File: config.mk
export PLATFORM = sky130hd
export DESIGN_NAME = decimal_integer_stream_parser_top
export DESIGN_NICKNAME = d
export VERILOG_FILES = /design/src/dip_pkg.sv /design/src/decimal_integer_stream_parser_top.sv /design/src/dip_core.sv
export SDC_FILE = /design/constraint.sdc
export NUM_CORES = 1
export LEC_CHECK = 0
export BUFFER_PORTS_ARGS = -buffer_cell sky130_fd_sc_hd__buf_2
export CORE_MARGIN = 3
export CORE_UTILIZATION = 60
export DETAILED_ROUTE_END_ITERATION = 8
export PLACE_DENSITY = 0.78
export SYNTH_ARGS = -nofsm -noshare
export SYNTH_HDL_FRONTEND = slang
export SYNTH_SLANG_ARGS = --single-unit
File: constraint.sdc
create_clock -name clk -period 13.3 [get_ports clk]
set_input_delay 1.33 -clock clk [delete_from_list [all_inputs] [get_ports clk]]
set_output_delay 1.33 -clock clk [all_outputs]
set_load 0.005 [all_outputs]
File: src/dip_pkg.sv
// Shared types and constants for the decimal integer stream parser.
// No dependencies; imported by dip_core and decimal_integer_stream_parser_top.
package dip_pkg;

    // Fixed field widths
    localparam int VALUE_W   = 32;
    localparam int TIMEOUT_W = 24;
    localparam int BYTE_W    = 8;

    // Timeout register value after reset
    localparam logic [TIMEOUT_W-1:0] TIMEOUT_RESET = 24'd2000000;

    // ASCII codes and number base
    localparam logic [BYTE_W-1:0] CH_MINUS = 8'h2D;
    localparam logic [BYTE_W-1:0] CH_ZERO  = 8'h30;
    localparam logic [BYTE_W-1:0] CH_NINE  = 8'h39;
    localparam int unsigned       DEC_BASE = 10;

    // Input beat kind
    typedef enum logic {
        OP_BYTE = 1'b0,
        OP_TICK = 1'b1
    } dip_op_t;

    // Why a number ended
    typedef enum logic {
        CAUSE_BYTE    = 1'b0,
        CAUSE_TIMEOUT = 1'b1
    } dip_cause_t;

    // Parser phase
    typedef enum logic {
        PH_SKIP  = 1'b0,
        PH_DIGIT = 1'b1
    } dip_phase_t;

    // One registered input beat
    typedef struct packed {
        dip_op_t           op;
        logic [BYTE_W-1:0] data;
    } dip_beat_t;

    // Result flags from one parser step
    typedef struct packed {
        logic       fire;
        dip_cause_t cause;
    } dip_result_t;

endpackage

File: src/decimal_integer_stream_parser_top.sv
// Top level of the decimal integer stream parser: beat and result registers,
// timeout register and handshake. Depends on dip_pkg and dip_core.
//
//  channel | signals                        | direction | beat
//  --------+--------------------------------+-----------+------------------------
//  in      | in_valid, in_stall             | in        | operation, rx_byte
//  out     | out_valid, out_stall           | out       | value, end_cause
//  cfg     | cfg_we, cfg_wdata              | in        | timeout in ticks
//
// One beat per cycle sustained while out_stall does not hold a result; a taken beat
// goes from the beat register through one parser update into the result register.
// Reset (rst_n low) clears the parser to the skip phase and timeout to 2000000.
// in_stall rises only while a beat waits and the result register is held by out_stall.
module decimal_integer_stream_parser_top
    import dip_pkg::*;
#(
    parameter int VALUE_BITS = 32,
    parameter int TIMER_BITS = 24
)(
    input  logic                      clk,
    input  logic                      rst_n,
    input  logic                      cfg_we,
    input  logic [TIMEOUT_W-1:0]      cfg_wdata,
    input  logic                      in_valid,
    output logic                      in_stall,
    input  logic                      operation,
    input  logic [BYTE_W-1:0]         rx_byte,
    output logic                      out_valid,
    input  logic                      out_stall,
    output logic signed [VALUE_W-1:0] value,
    output logic                      end_cause
);

    logic [TIMEOUT_W-1:0] timeout_reg;
    logic                 beat_valid_reg;
    dip_beat_t            beat_reg;
    logic                 out_valid_reg;
    logic [VALUE_W-1:0]   out_value_reg;
    logic                 out_cause_reg;

    logic                 advance;
    logic                 accept_in;
    logic                 step_en;
    dip_result_t          step_result;
    logic [VALUE_W-1:0]   step_value;

    // Handshake: result register free or draining lets the beat stage move
    assign advance   = !out_valid_reg || !out_stall;
    assign in_stall  = beat_valid_reg && !advance;
    assign accept_in = in_valid && !in_stall;
    assign step_en   = beat_valid_reg && advance;

    // Timeout register
    always_ff @(posedge clk or negedge rst_n)
    begin
        if (!rst_n)
            timeout_reg <= TIMEOUT_RESET;
        else if (cfg_we)
            timeout_reg <= cfg_wdata;
    end

    // Input beat register
    always_ff @(posedge clk or negedge rst_n)
    begin
        if (!rst_n)
            beat_valid_reg <= 1'b0;
        else if (accept_in)
            beat_valid_reg <= 1'b1;
        else if (advance)
            beat_valid_reg <= 1'b0;
    end

    always_ff @(posedge clk)
    begin
        if (accept_in)
        begin
            beat_reg.op   <= dip_op_t'(operation);
            beat_reg.data <= rx_byte;
        end
    end

    // Parser
    dip_core #(
        .VALUE_BITS (VALUE_BITS),
        .TIMER_BITS (TIMER_BITS)
    ) u_core (
        .clk          (clk),
        .rst_n        (rst_n),
        .step_en      (step_en),
        .beat         (beat_reg),
        .timeout      (timeout_reg),
        .result       (step_result),
        .result_value (step_value)
    );

    // Result register
    always_ff @(posedge clk or negedge rst_n)
    begin
        if (!rst_n)
            out_valid_reg <= 1'b0;
        else if (advance)
            out_valid_reg <= step_en && step_result.fire;
    end

    always_ff @(posedge clk)
    begin
        if (advance && step_en && step_result.fire)
        begin
            out_value_reg <= step_value;
            out_cause_reg <= step_result.cause;
        end
    end

    assign out_valid = out_valid_reg;
    assign value     = $signed(out_value_reg);
    assign end_cause = out_cause_reg;

    // Input stalls only when the result register is held
    a_stall_cause: assert property (@(posedge clk) disable iff (!rst_n)
        in_stall |-> (out_valid_reg && out_stall))
        else $error("in_stall without a held result");

    // A fresh result comes only from a parser step
    a_result_src: assert property (@(posedge clk) disable iff (!rst_n)
        (out_valid_reg && !$past(out_valid_reg && out_stall)) |-> $past(step_en))
        else $error("result without a parser step");

    // A beat waiting with a free output always steps
    a_beat_moves: assert property (@(posedge clk) disable iff (!rst_n)
        (beat_valid_reg && !out_valid_reg) |-> step_en)
        else $error("beat stuck with free result register");

endmodule

File: src/dip_core.sv
// Parser state (phase, sign, accumulator, tick timer) and its one-step update.
// Depends on dip_pkg.
module dip_core
    import dip_pkg::*;
#(
    parameter int VALUE_BITS = 32,
    parameter int TIMER_BITS = 24
)(
    input  logic                 clk,
    input  logic                 rst_n,
    input  logic                 step_en,
    input  dip_beat_t            beat,
    input  logic [TIMEOUT_W-1:0] timeout,
    output dip_result_t          result,
    output logic [VALUE_W-1:0]   result_value
);

    localparam int CmpW = (TIMER_BITS > TIMEOUT_W) ? TIMER_BITS : TIMEOUT_W;
    localparam int OutW = (VALUE_BITS > VALUE_W) ? VALUE_BITS : VALUE_W;

    dip_phase_t              phase_reg, phase_next;
    logic                    neg_reg, neg_next;
    logic [VALUE_BITS-1:0]   acc_reg, acc_next;
    logic [TIMER_BITS-1:0]   elapsed_reg, elapsed_next;

    logic                    is_digit;
    logic                    is_minus;
    logic [BYTE_W-1:0]       digit_full;
    logic [VALUE_BITS-1:0]   digit_val;
    logic [VALUE_BITS-1:0]   acc_x10;
    logic [VALUE_BITS-1:0]   emit_val;
    logic [OutW-1:0]         emit_ext;
    logic [CmpW-1:0]         tmo_ext;
    logic [CmpW-1:0]         tmax_ext;
    logic [CmpW-1:0]         eff_ext;
    logic [TIMER_BITS-1:0]   eff_timeout;
    logic [TIMER_BITS-1:0]   elapsed_inc;
    logic                    timed_out;

    // Byte classification
    assign is_digit   = (beat.data >= CH_ZERO) && (beat.data <= CH_NINE);
    assign is_minus   = (beat.data == CH_MINUS);
    assign digit_full = beat.data - CH_ZERO;
    assign digit_val  = VALUE_BITS'(digit_full[3:0]);

    // Accumulate one decimal digit, wrapping at VALUE_BITS
    assign acc_x10 = VALUE_BITS'(acc_reg * VALUE_BITS'(DEC_BASE)) + digit_val;

    // Signed value of the number so far
    assign emit_val     = neg_reg ? (~acc_reg + VALUE_BITS'(1)) : acc_reg;
    assign emit_ext     = OutW'(emit_val);
    assign result_value = emit_ext[VALUE_W-1:0];

    // Effective timeout: zero acts as one, clamp to the timer range
    assign tmo_ext  = CmpW'(timeout);
    assign tmax_ext = CmpW'({TIMER_BITS{1'b1}});
    always_comb
    begin
        if (tmo_ext == '0)
            eff_ext = CmpW'(1);
        else if (tmo_ext > tmax_ext)
            eff_ext = tmax_ext;
        else
            eff_ext = tmo_ext;
    end
    assign eff_timeout = eff_ext[TIMER_BITS-1:0];

    // Saturating tick count
    assign elapsed_inc = (elapsed_reg != {TIMER_BITS{1'b1}}) ?
                         (elapsed_reg + TIMER_BITS'(1)) : elapsed_reg;
    assign timed_out   = (elapsed_inc >= eff_timeout);

    // Next state and result for the beat at hand
    always_comb
    begin
        phase_next   = phase_reg;
        neg_next     = neg_reg;
        acc_next     = acc_reg;
        elapsed_next = elapsed_reg;
        result.fire  = 1'b0;
        result.cause = CAUSE_BYTE;
        case (beat.op)
            OP_TICK:
            begin
                elapsed_next = elapsed_inc;
                if (timed_out)
                begin
                    if (phase_reg == PH_SKIP)
                    begin
                        // skip phase ran out: open the digit phase anyway
                        phase_next   = PH_DIGIT;
                        elapsed_next = '0;
                    end
                    else
                    begin
                        result.fire  = 1'b1;
                        result.cause = CAUSE_TIMEOUT;
                        phase_next   = PH_SKIP;
                        neg_next     = 1'b0;
                        acc_next     = '0;
                        elapsed_next = '0;
                    end
                end
            end
            OP_BYTE:
            begin
                if (phase_reg == PH_SKIP)
                begin
                    if (is_minus)
                    begin
                        neg_next     = 1'b1;
                        phase_next   = PH_DIGIT;
                        elapsed_next = '0;
                    end
                    else if (is_digit)
                    begin
                        acc_next     = digit_val;
                        phase_next   = PH_DIGIT;
                        elapsed_next = '0;
                    end
                end
                else if (is_digit)
                begin
                    acc_next     = acc_x10;
                    elapsed_next = '0;
                end
                else
                begin
                    // terminator ends the number and opens the next parse
                    result.fire  = 1'b1;
                    result.cause = CAUSE_BYTE;
                    phase_next   = is_minus ? PH_DIGIT : PH_SKIP;
                    neg_next     = is_minus;
                    acc_next     = '0;
                    elapsed_next = '0;
                end
            end
            default:
            begin
                phase_next = phase_reg;
            end
        endcase
    end

    // Parser state registers
    always_ff @(posedge clk or negedge rst_n)
    begin
        if (!rst_n)
        begin
            phase_reg   <= PH_SKIP;
            neg_reg     <= 1'b0;
            acc_reg     <= '0;
            elapsed_reg <= '0;
        end
        else if (step_en)
        begin
            phase_reg   <= phase_next;
            neg_reg     <= neg_next;
            acc_reg     <= acc_next;
            elapsed_reg <= elapsed_next;
        end
    end

endmodule
==> results.yml, run 1 <==
status:
  run_status: "complete, no violations"
floorplan:
  core.rowCount: 43
  fp.dieH_um: 127
  floorplan.core_area_mm2: 0.0141
  die_w_um: 127
  num_io_pins: 73
  initial_core_util: 0.621
  dieArea_mm2: 0.0161
place:
  buffer_ports.inserted: 72
  place_hpwl_um: 14700
  gp_routability_congestion: 0.914
clock_network:
  tritoncts_clock_tree: "done"
  tritoncts_num_sinks: 126
  holdBufCountCts: 0
  cts-buffers-inserted: 17
  cts_setup_buffers: 0
  clk_latency_ns: 0.41
  post_cts_resized: 0
  cts-htree-levels: 4
  cts_max_path_buffers: 2
  clock_tree.root_cell: "sky130_fd_sc_hd__clkbuf_16"
  cts.clk_slew.worst_paths_ns: 0.06
global_routing:
  grt_pass1_vias: 7133
  gr-usage-met1: 0.379
  grt_first_pass_wirelength_um: 34800
  grt_util_all_layers: 0.263
  grtUsageMet3: 0.0451
  largest_net_degree_at_the_start_of_global_routing: 79
  grt_antenna_before_repair: 0
  grt_busiest_layer: "met2"
  grtUsageMet2: 0.417
  grt_overflow: 0
drt:
  routed_wl_um: 20600
  routed_via_density: 6.09
  drt_first_pass_iters: 5
  remaining_drc_errors: 0
  dr_total_vias: 7425
  drt_iter0_drc: 631
  drt.antenna.violating_nets: 0
  route.detailed.wl_per_inst_um: 16.9
final_layout:
  share_of_final_layout_standard_cells_stronger_than_drive_strength_1: 0.125
  layout.filler_cells: 1092
  n_antenna_cell: 0
  nets: 1150
  layout-area-overhead-vs-synth_pct: 12.3
worst_setup_path:
  crit_fanout: 16
  critical_path_buf_inv_count: 1
  worstPathCellList: "nand4_1, or3_1, or4_1, nand3_1, nor2_1, and3_1, and3_1, xor2_1, ha_1, and4_1, a31o_2, a221o_1, a21oi_1, o21ai_0, a221oi_1, buf_4, nand2_1, nor2_1, nand2_1, o21ai_0"
  endpoint_kind: "flop"
  timing.critical_path.arrival_ns: 6.13
  critPathRequiredTime_ns: 13.63
  slowest_delay_ns: 0.77
  critPathTopFamily: "simple AND/OR/NAND/NOR gates"
  slowest_stage: "sky130_fd_sc_hd__nor2_1"
  setup.worst_path.start_class: "flop"
  timing.setup.critical_path_class: "flop to flop"
yosys:
  proportion_of_synthesized_flip_flops_having_asynchronous_set_or_reset: 0.667
  yosysSeqAreaShare: 0.385
  per_instance_average_area_after_synthesis_um2: 9.11
  postSynthRegisterBits: 126
  syn_std_cell_area_mm2: 0.00875
  ys_warn_count: 0
  synthesized_net_count: 1085
  dominantRegCellSynth: "sky130_fd_sc_hd__dfrtp_1"
  netlist-cell-type-count: 66
  count_of_flip_flops_with_a_built_in_enable_after_synthesis: 42
  synthesis.instances: 961
sta:
  hold_viol_final: 0
  skew_ns: 0.00853
  finalSetupTns_ns: 0
  fmaxAchievable_ghz: 0.172
  timing.final.crit_period_ns: 5.80
  slew-limit-headroom: 0.248
  worstMarginPinSlew_ns: 1.13
  drv_slew: 0
  rsz0062_at_grt: "false"
  timing.final.setup_violations: 0
  final_min_period_over_clock_period: 0.436
power_and_ir_drop:
  cellLeakagePower_nw: 4.45
  max-vdd-ir-drop_uv: 95.9
  power_per_cell_area_mw_per_mm2: 109
  post-layout-total-power_mw: 1.07
worst_hold_path:
  worstHoldPathType: "flop to flop"
run:
  cap_viol_max_count: 0
==> report_power, final <==
part,leakage (nW),total (mW),switching [mW],internal (mW)
sequential,1.50,0.450,0.0228,0.427
combinational,2.67,0.177,0.105,0.0718
clock,0.282,0.444,0.162,0.283
==> worst register-to-register path: cells and delay by family (launching register included) <==
family	cells	cell delay, ns
simple gates	11	3.41
xor+xnor	1	0.15
fa+ha+maj	1	0.31
compound gates	6	1.18
flops	1	0.43
buf+inv	1	0.24
==> cells in the final DEF, fill, tap and decap left out, types with 17 or more instances in the layout <==
cell,n
sky130_fd_sc_hd__nand2_1,132
sky130_fd_sc_hd__o21ai_0,111
sky130_fd_sc_hd__ha_1,84
sky130_fd_sc_hd__dfrtp_1,77
sky130_fd_sc_hd__buf_2,71
sky130_fd_sc_hd__xnor2_1,60
sky130_fd_sc_hd__nor2_1,59
sky130_fd_sc_hd__edfxtp_1,42
sky130_fd_sc_hd__inv_1,40
sky130_fd_sc_hd__xor2_1,35
sky130_fd_sc_hd__a21oi_1,34
sky130_fd_sc_hd__nand3_1,30
sky130_fd_sc_hd__o31ai_1,26
sky130_fd_sc_hd__clkbuf_16,17
==> area by class of cell <==
type	count	area [um2]	share of cell area
clock buffer	23	468	0.0476
clock inverter	9	93.8	0.00954
tap	180	225	0.0229
timing repair buffer	76	393	0.0399
sequential	126	3370	0.343
inverter	41	154	0.0156
multi-input combinational	764	5130	0.522
==> cells in the mapped netlist (all sizes together), types with 3 or more instances <==
library cell  count  area [um2]
nand2           133         502
o21ai           114         571
ha               84        1050
dfrtp            77        1930
xnor2            60         526
nor2             59         221
edfxtp           42        1260
inv              41         154
xor2             35         307
a21oi            34         170
nand3            30         150
o31ai            29         228
clkbuf           27         101
nand4            16         100
nor3             14        70.1
nor4             14        87.6
and3             13        81.3
a21o             11        82.6
or3              11        73.8
or4              10        93.8
o21a              9        67.6
nand2b            8        50.1
and2              7        43.8
dfstp             7         184
and4              6        52.6
o211ai            6        45.0
or2               5        31.3
a211oi            4        30.0
a22o              3        26.3
buf               3        11.3
mux2i             3        30.0
nand3b            3        22.5
nor2b             3        18.8
nor4b             3        26.3
o41ai             3        33.8
==> routing by layer <==
layer / up-vias / part of all wire
li1: 3629 / -
met1: 3563 / 0.48
met2: 208 / 0.46
met3: 25 / 0.053
met4: 0 / 0.013
met5: - / 0
==> cell families (layout without fill, tap and decap cells) <==
kind of cell	count (synthesis)	after routing	synth area share
mux	5	5	0.00600
simple gates	338	338	0.189
flops	126	126	0.385
buf+inv	71	149	0.0304
compound gates	240	240	0.170
xor+xnor	95	95	0.0950
fa+ha+maj	86	86	0.125
==> through the flow <==
step | setup slack [ns] | util | instances | cell area, um2 | hold WS (ns)
floorplan | 8.23 | - | 961 | 8750 | 0.470
global placement | 7.73 | 0.658 | 1187 | 9270 | 0.486
detailed placement | 7.58 | 0.658 | 1187 | 9270 | 0.496
CTS | 7.53 | 0.698 | 1219 | 9840 | 0.508
global route | 6.97 | 0.698 | 1219 | 9840 | 0.527
finish | 7.50 | 0.698 | 1219 | 9840 | 0.502
==> worst paths after layout <==
kind	from	endpoint	slack, ns	cells after the start
min in group asynchronous	rst_n	u_core.acc_reg[30]$_DFFE_PN0P_	0.72	1
worst min register to register	u_core.acc_reg[31]$_DFFE_PN0P_	u_core.acc_reg[31]$_DFFE_PN0P_	0.50	2
max in group asynchronous	rst_n	u_core.acc_reg[5]$_DFFE_PN0P_	11.36	2
worst min-delay path	u_core.acc_reg[31]$_DFFE_PN0P_	u_core.acc_reg[31]$_DFFE_PN0P_	0.50	2
worst max register to register	u_core.elapsed_reg[17]$_DFFE_PN0P_	u_core.elapsed_reg[17]$_DFFE_PN0P_	7.50	20
worst max-delay path	u_core.elapsed_reg[17]$_DFFE_PN0P_	u_core.elapsed_reg[17]$_DFFE_PN0P_	7.50	20
Power figures use the tool's default switching activity.
==> inputs of run 2 (changes only) <==
--- a/config.mk
+++ b/config.mk
@@ -5,11 +5,12 @@
 export SDC_FILE = /design/constraint.sdc
 export NUM_CORES = 1
 export LEC_CHECK = 0
+export ABC_AREA = 1
 export BUFFER_PORTS_ARGS = -buffer_cell sky130_fd_sc_hd__buf_2
 export CORE_MARGIN = 3
 export CORE_UTILIZATION = 60
 export DETAILED_ROUTE_END_ITERATION = 8
-export PLACE_DENSITY = 0.78
+export PLACE_DENSITY = 0.77
 export SYNTH_ARGS = -nofsm -noshare
 export SYNTH_HDL_FRONTEND = slang
 export SYNTH_SLANG_ARGS = --single-unit
==> constraint.sdc (replaced) <==
create_clock -name clk -period 6.1 [get_ports clk]
set_input_delay 0.61 -clock clk [delete_from_list [all_inputs] [get_ports clk]]
set_output_delay 0.61 -clock clk [all_outputs]
set_load 0.005 [all_outputs]
==> run 2 against run 1 <==
  * Synthesized area increased by 14%
  * Die area increased by 13%
  * Final cell count increased by 39%
  * Critical path depth increased by 2
  * Clock skew increased by 0.0030 ns
  * Largest power group unchanged
  * Register-to-register slack got worse by 5.9 ns
  * Wire length increased by 24%
  * Clock power increased by 120%
  * Largest cell class unchanged
  * Setup slack got worse by 5.9 ns
  * Non-clock buffer count unchanged
  * First-iteration DRC count decreased by 4.0%
==> results.yml, run 2 <==
status:
  run_status: "complete, no violations"
yosys:
  synth.mux.area_fraction: 0
  largest_family_of_logic_cells_by_synthesized_area: "simple AND/OR/NAND/NOR gates"
  synth_simple_gate_area_frac: 0.314
  synthesis.instances: 1391
  netlist_top_cells_count: "sky130_fd_sc_hd__nand2_1 (385), sky130_fd_sc_hd__inv_1 (228), sky130_fd_sc_hd__nor2_1 (91), sky130_fd_sc_hd__ha_1 (84), sky130_fd_sc_hd__o21ai_0 (84)"
  synth_area_leader_cell: "sky130_fd_sc_hd__dfrtp_1"
  synth.area.top_cells: "sky130_fd_sc_hd__dfrtp_1 (19%), sky130_fd_sc_hd__nand2_1 (14%), sky130_fd_sc_hd__edfxtp_1 (13%), sky130_fd_sc_hd__ha_1 (11%), sky130_fd_sc_hd__inv_1 (8.6%)"
  yosysSeqAreaShare: 0.338
  netlist-cell-type-count: 47
  yosys.area_share.adder: 0.109
  synth_top_area_share: 0.193
  per_instance_average_area_after_synthesis_um2: 7.17
  proportion_of_synthesized_flip_flops_having_asynchronous_set_or_reset: 0.667
  synth-compound-area-share: 0.0971
  synthXorXnorAreaFrac: 0.0439
  synthesized_net_count: 1515
  dominantRegCellSynth: "sky130_fd_sc_hd__dfrtp_1"
  ys_warn_count: 0
  synth_most_common_cell: "sky130_fd_sc_hd__nand2_1"
  count_of_flip_flops_with_a_built_in_enable_after_synthesis: 42
  postSynthRegisterBits: 126
  syn_std_cell_area_mm2: 0.00998
sta:
  fin_hold_ws_ns: 0.373
  final_min_period_over_clock_period: 0.735
  finalSetupTns_ns: 0
  hold_viol_final: 0
  skew_ns: 0.0115
  drv_slew: 0
  timing.final.crit_period_ns: 4.48
  timing.final.setup_violations: 0
  worstMarginPinSlew_ns: 1.11
  rsz0062_at_grt: "false"
  fmaxAchievable_ghz: 0.223
  slew-limit-headroom: 0.256
power_and_ir_drop:
  post-layout-total-power_mw: 3.04
  power_switching_mw: 1.11
  power_frac_seq: 0.371
  fraction_of_power_spent_switching_nets: 0.366
  p_int_mw: 1.92
  power_per_cell_area_mw_per_mm2: 273
  max-vdd-ir-drop_uv: 175
  cellLeakagePower_nw: 5.73
  power.share.clock: 0.318
  p_comb_frac: 0.311
drt:
  route.detailed.wl_per_inst_um: 15.1
  drt.antenna.violating_nets: 0
  routed_wl_um: 25600
  dr_total_vias: 9138
  remaining_drc_errors: 0
  routed_via_density: 5.39
  drt_iter0_drc: 606
  drt_first_pass_iters: 8
worst_setup_path:
  timing.critical_path.arrival_ns: 4.51
  endpoint_kind: "flop"
  slowest_delay_ns: 0.90
  worstPathCellList: "ha_1, inv_1, nor3_2, nand2_1, nor2_4, nand4_2, nor2_4, inv_2, nand3b_1, nor2_2, nand2_2, nor2_1, nand2_1, nand2_1, ha_1, nand4_1, nor2_1, nand2_1, and2_1, nand3_1, nand3_1, a21oi_4"
  crit_fanout: 34
  timing.setup.critical_path_class: "flop to flop"
  critPathRequiredTime_ns: 6.13
  critPathMostFrequentCell: "sky130_fd_sc_hd__nand2_1"
  setup.worst_path.start_class: "flop"
  slowest_stage: "sky130_fd_sc_hd__a21oi_4"
clock_network:
  tritoncts_num_sinks: 126
  clock_tree.root_cell: "sky130_fd_sc_hd__clkbuf_16"
  cts-htree-levels: 4
  cts.clk_slew.worst_paths_ns: 0.06
  clk_latency_ns: 0.42
  cts_setup_buffers: 0
  cts_max_path_buffers: 2
  cts-buffers-inserted: 17
  tritoncts_clock_tree: "done"
final_layout:
  fin_cells: 1695
  n_antenna_cell: 0
  final_cell_mix: "sky130_fd_sc_hd__nand2_1 (385), sky130_fd_sc_hd__inv_1 (228), sky130_fd_sc_hd__nor2_1 (90), sky130_fd_sc_hd__o21ai_0 (84), sky130_fd_sc_hd__ha_1 (84)"
  layout.cells.most_common: "sky130_fd_sc_hd__nand2_1"
  nets: 1590
  layout_utilization: 0.693
  layout-area-overhead-vs-synth_pct: 11.6
  share_of_final_layout_standard_cells_stronger_than_drive_strength_1: 0.128
floorplan:
  floorplan.core_area_mm2: 0.0161
  core.rowCount: 46
  initial_core_util: 0.621
  num_io_pins: 73
  dieArea_mm2: 0.0182
  die_w_um: 135
  fp.dieH_um: 135
global_routing:
  grt_util_all_layers: 0.293
  largest_net_degree_at_the_start_of_global_routing: 84
  grt_first_pass_wirelength_um: 43200
  grt_pass1_vias: 9032
  grt_overflow: 0
  grt_antenna_before_repair: 0
place:
  place_hpwl_um: 20400
  placed_instances: 1662
  gp_routability_congestion: 0.954
  buffer_ports.inserted: 72
worst_hold_path:
  worstHoldPathType: "input pin to flop"
run:
  cap_viol_max_count: 0
==> run 2: cell count changes after synthesis, moves of 11 or more <==
| cell | before | now |
|---|---|---|
| sky130_fd_sc_hd__a21o_1 | 11 | 0 |
| sky130_fd_sc_hd__a21oi_1 | 34 | 45 |
| sky130_fd_sc_hd__and3_1 | 13 | 0 |
| sky130_fd_sc_hd__clkbuf_1 | 27 | 14 |
| sky130_fd_sc_hd__inv_1 | 40 | 228 |
| sky130_fd_sc_hd__nand2_1 | 132 | 385 |
| sky130_fd_sc_hd__nand2_2 | 1 | 27 |
| sky130_fd_sc_hd__nand3_1 | 30 | 74 |
| sky130_fd_sc_hd__nand4_1 | 16 | 43 |
| sky130_fd_sc_hd__nor2_1 | 59 | 91 |
| sky130_fd_sc_hd__nor2_2 | 0 | 16 |
| sky130_fd_sc_hd__o21ai_0 | 111 | 84 |
| sky130_fd_sc_hd__o31ai_1 | 27 | 7 |
| sky130_fd_sc_hd__xnor2_1 | 60 | 7 |
==> run 2: kinds of logic (layout without fill, tap and decap cells) <==
kind of cell,count (synthesis),after routing
AND/OR/NAND/NOR,697,697
AO/OA/AOI/OAI,175,175
adder cells (fa/ha/maj),86,86
XOR/XNOR,50,50
buffers and inverters,257,345
flip-flops,126,126
==> run 2: area by class of cell <==
type	count	area, um2
Clock buffer	18	429
Sequential cell	126	3370
Timing Repair Buffer	76	395
Tap cell	216	270
Multi-Input combinational cell	1008	5640
Fill cell	1418	4920
Clock inverter	14	136
Inverter	237	890
==> run 2: stage by stage <==
stage | setup slack [ns] | instance area, um2
2_1_floorplan | 1.29 | 9980
3_3_place_gp | 1.80 | 10600
3_5_place_dp | 1.65 | 10600
4_1_cts | 1.61 | 11100
5_1_grt | 1.08 | 11100
6_report | 1.62 | 11100
==> run 2: worst paths after layout <==
check / start / end / slack, ns / depth (start not counted)
setup / recovery: u_core.elapsed_reg[0]$_DFFE_PN0P_ / value[28]$_DFFE_PP_ / 1.62 / 22
hold / removal: rx_byte[6] / beat_reg[6]$_DFFE_PP_ / 0.37 / 1
setup reg to reg: u_core.elapsed_reg[0]$_DFFE_PN0P_ / value[28]$_DFFE_PP_ / 1.62 / 22
hold reg to reg: timeout_reg[7]$_DFFE_PN1P_ / timeout_reg[7]$_DFFE_PN1P_ / 0.52 / 2
max in group asynchronous: rst_n / u_core.elapsed_reg[8]$_DFFE_PN0P_ / 4.40 / 3
min in group asynchronous: rst_n / beat_valid_reg$_DFFE_PN0P_ / 0.51 / 2
==> run 2: critical path: cells and delay by family, from the launching register on <==
| kind | cells | cell delay [ns] |
|---|---|---|
| AND/OR/NAND/NOR | 17 | 2.10 |
| AO/OA/AOI/OAI | 1 | 0.90 |
| adder cells (fa/ha/maj) | 2 | 0.52 |
| flip-flops | 1 | 0.41 |
| buffers and inverters | 2 | 0.14 |
==> run 2: metal layers <==
metal | global-route usage | share of wire | vias up
met5 | 0 | 0 | -
met4 | 0.0935 | 0.022 | 0
met3 | 0.0309 | 0.037 | 41
met2 | 0.520 | 0.50 | 208
met1 | 0.378 | 0.44 | 4209
li1 | - | - | 4680
==> run 2: power groups by stage <==
stage	clock, mW	combinational [mW]	sequential, mW
floorplan	0	0.689	1.10
global placement	0	0.907	1.14
detailed placement	0	0.934	1.14
CTS	0.975	0.942	1.12
global route	1.01	1.07	1.14
finish	0.965	0.945	1.13
==> run 2: repair_timing <==
item,in CTS,in global routing
gates resized for setup,0,0
hold buffers,1,0
hold endpoints to repair,1,0
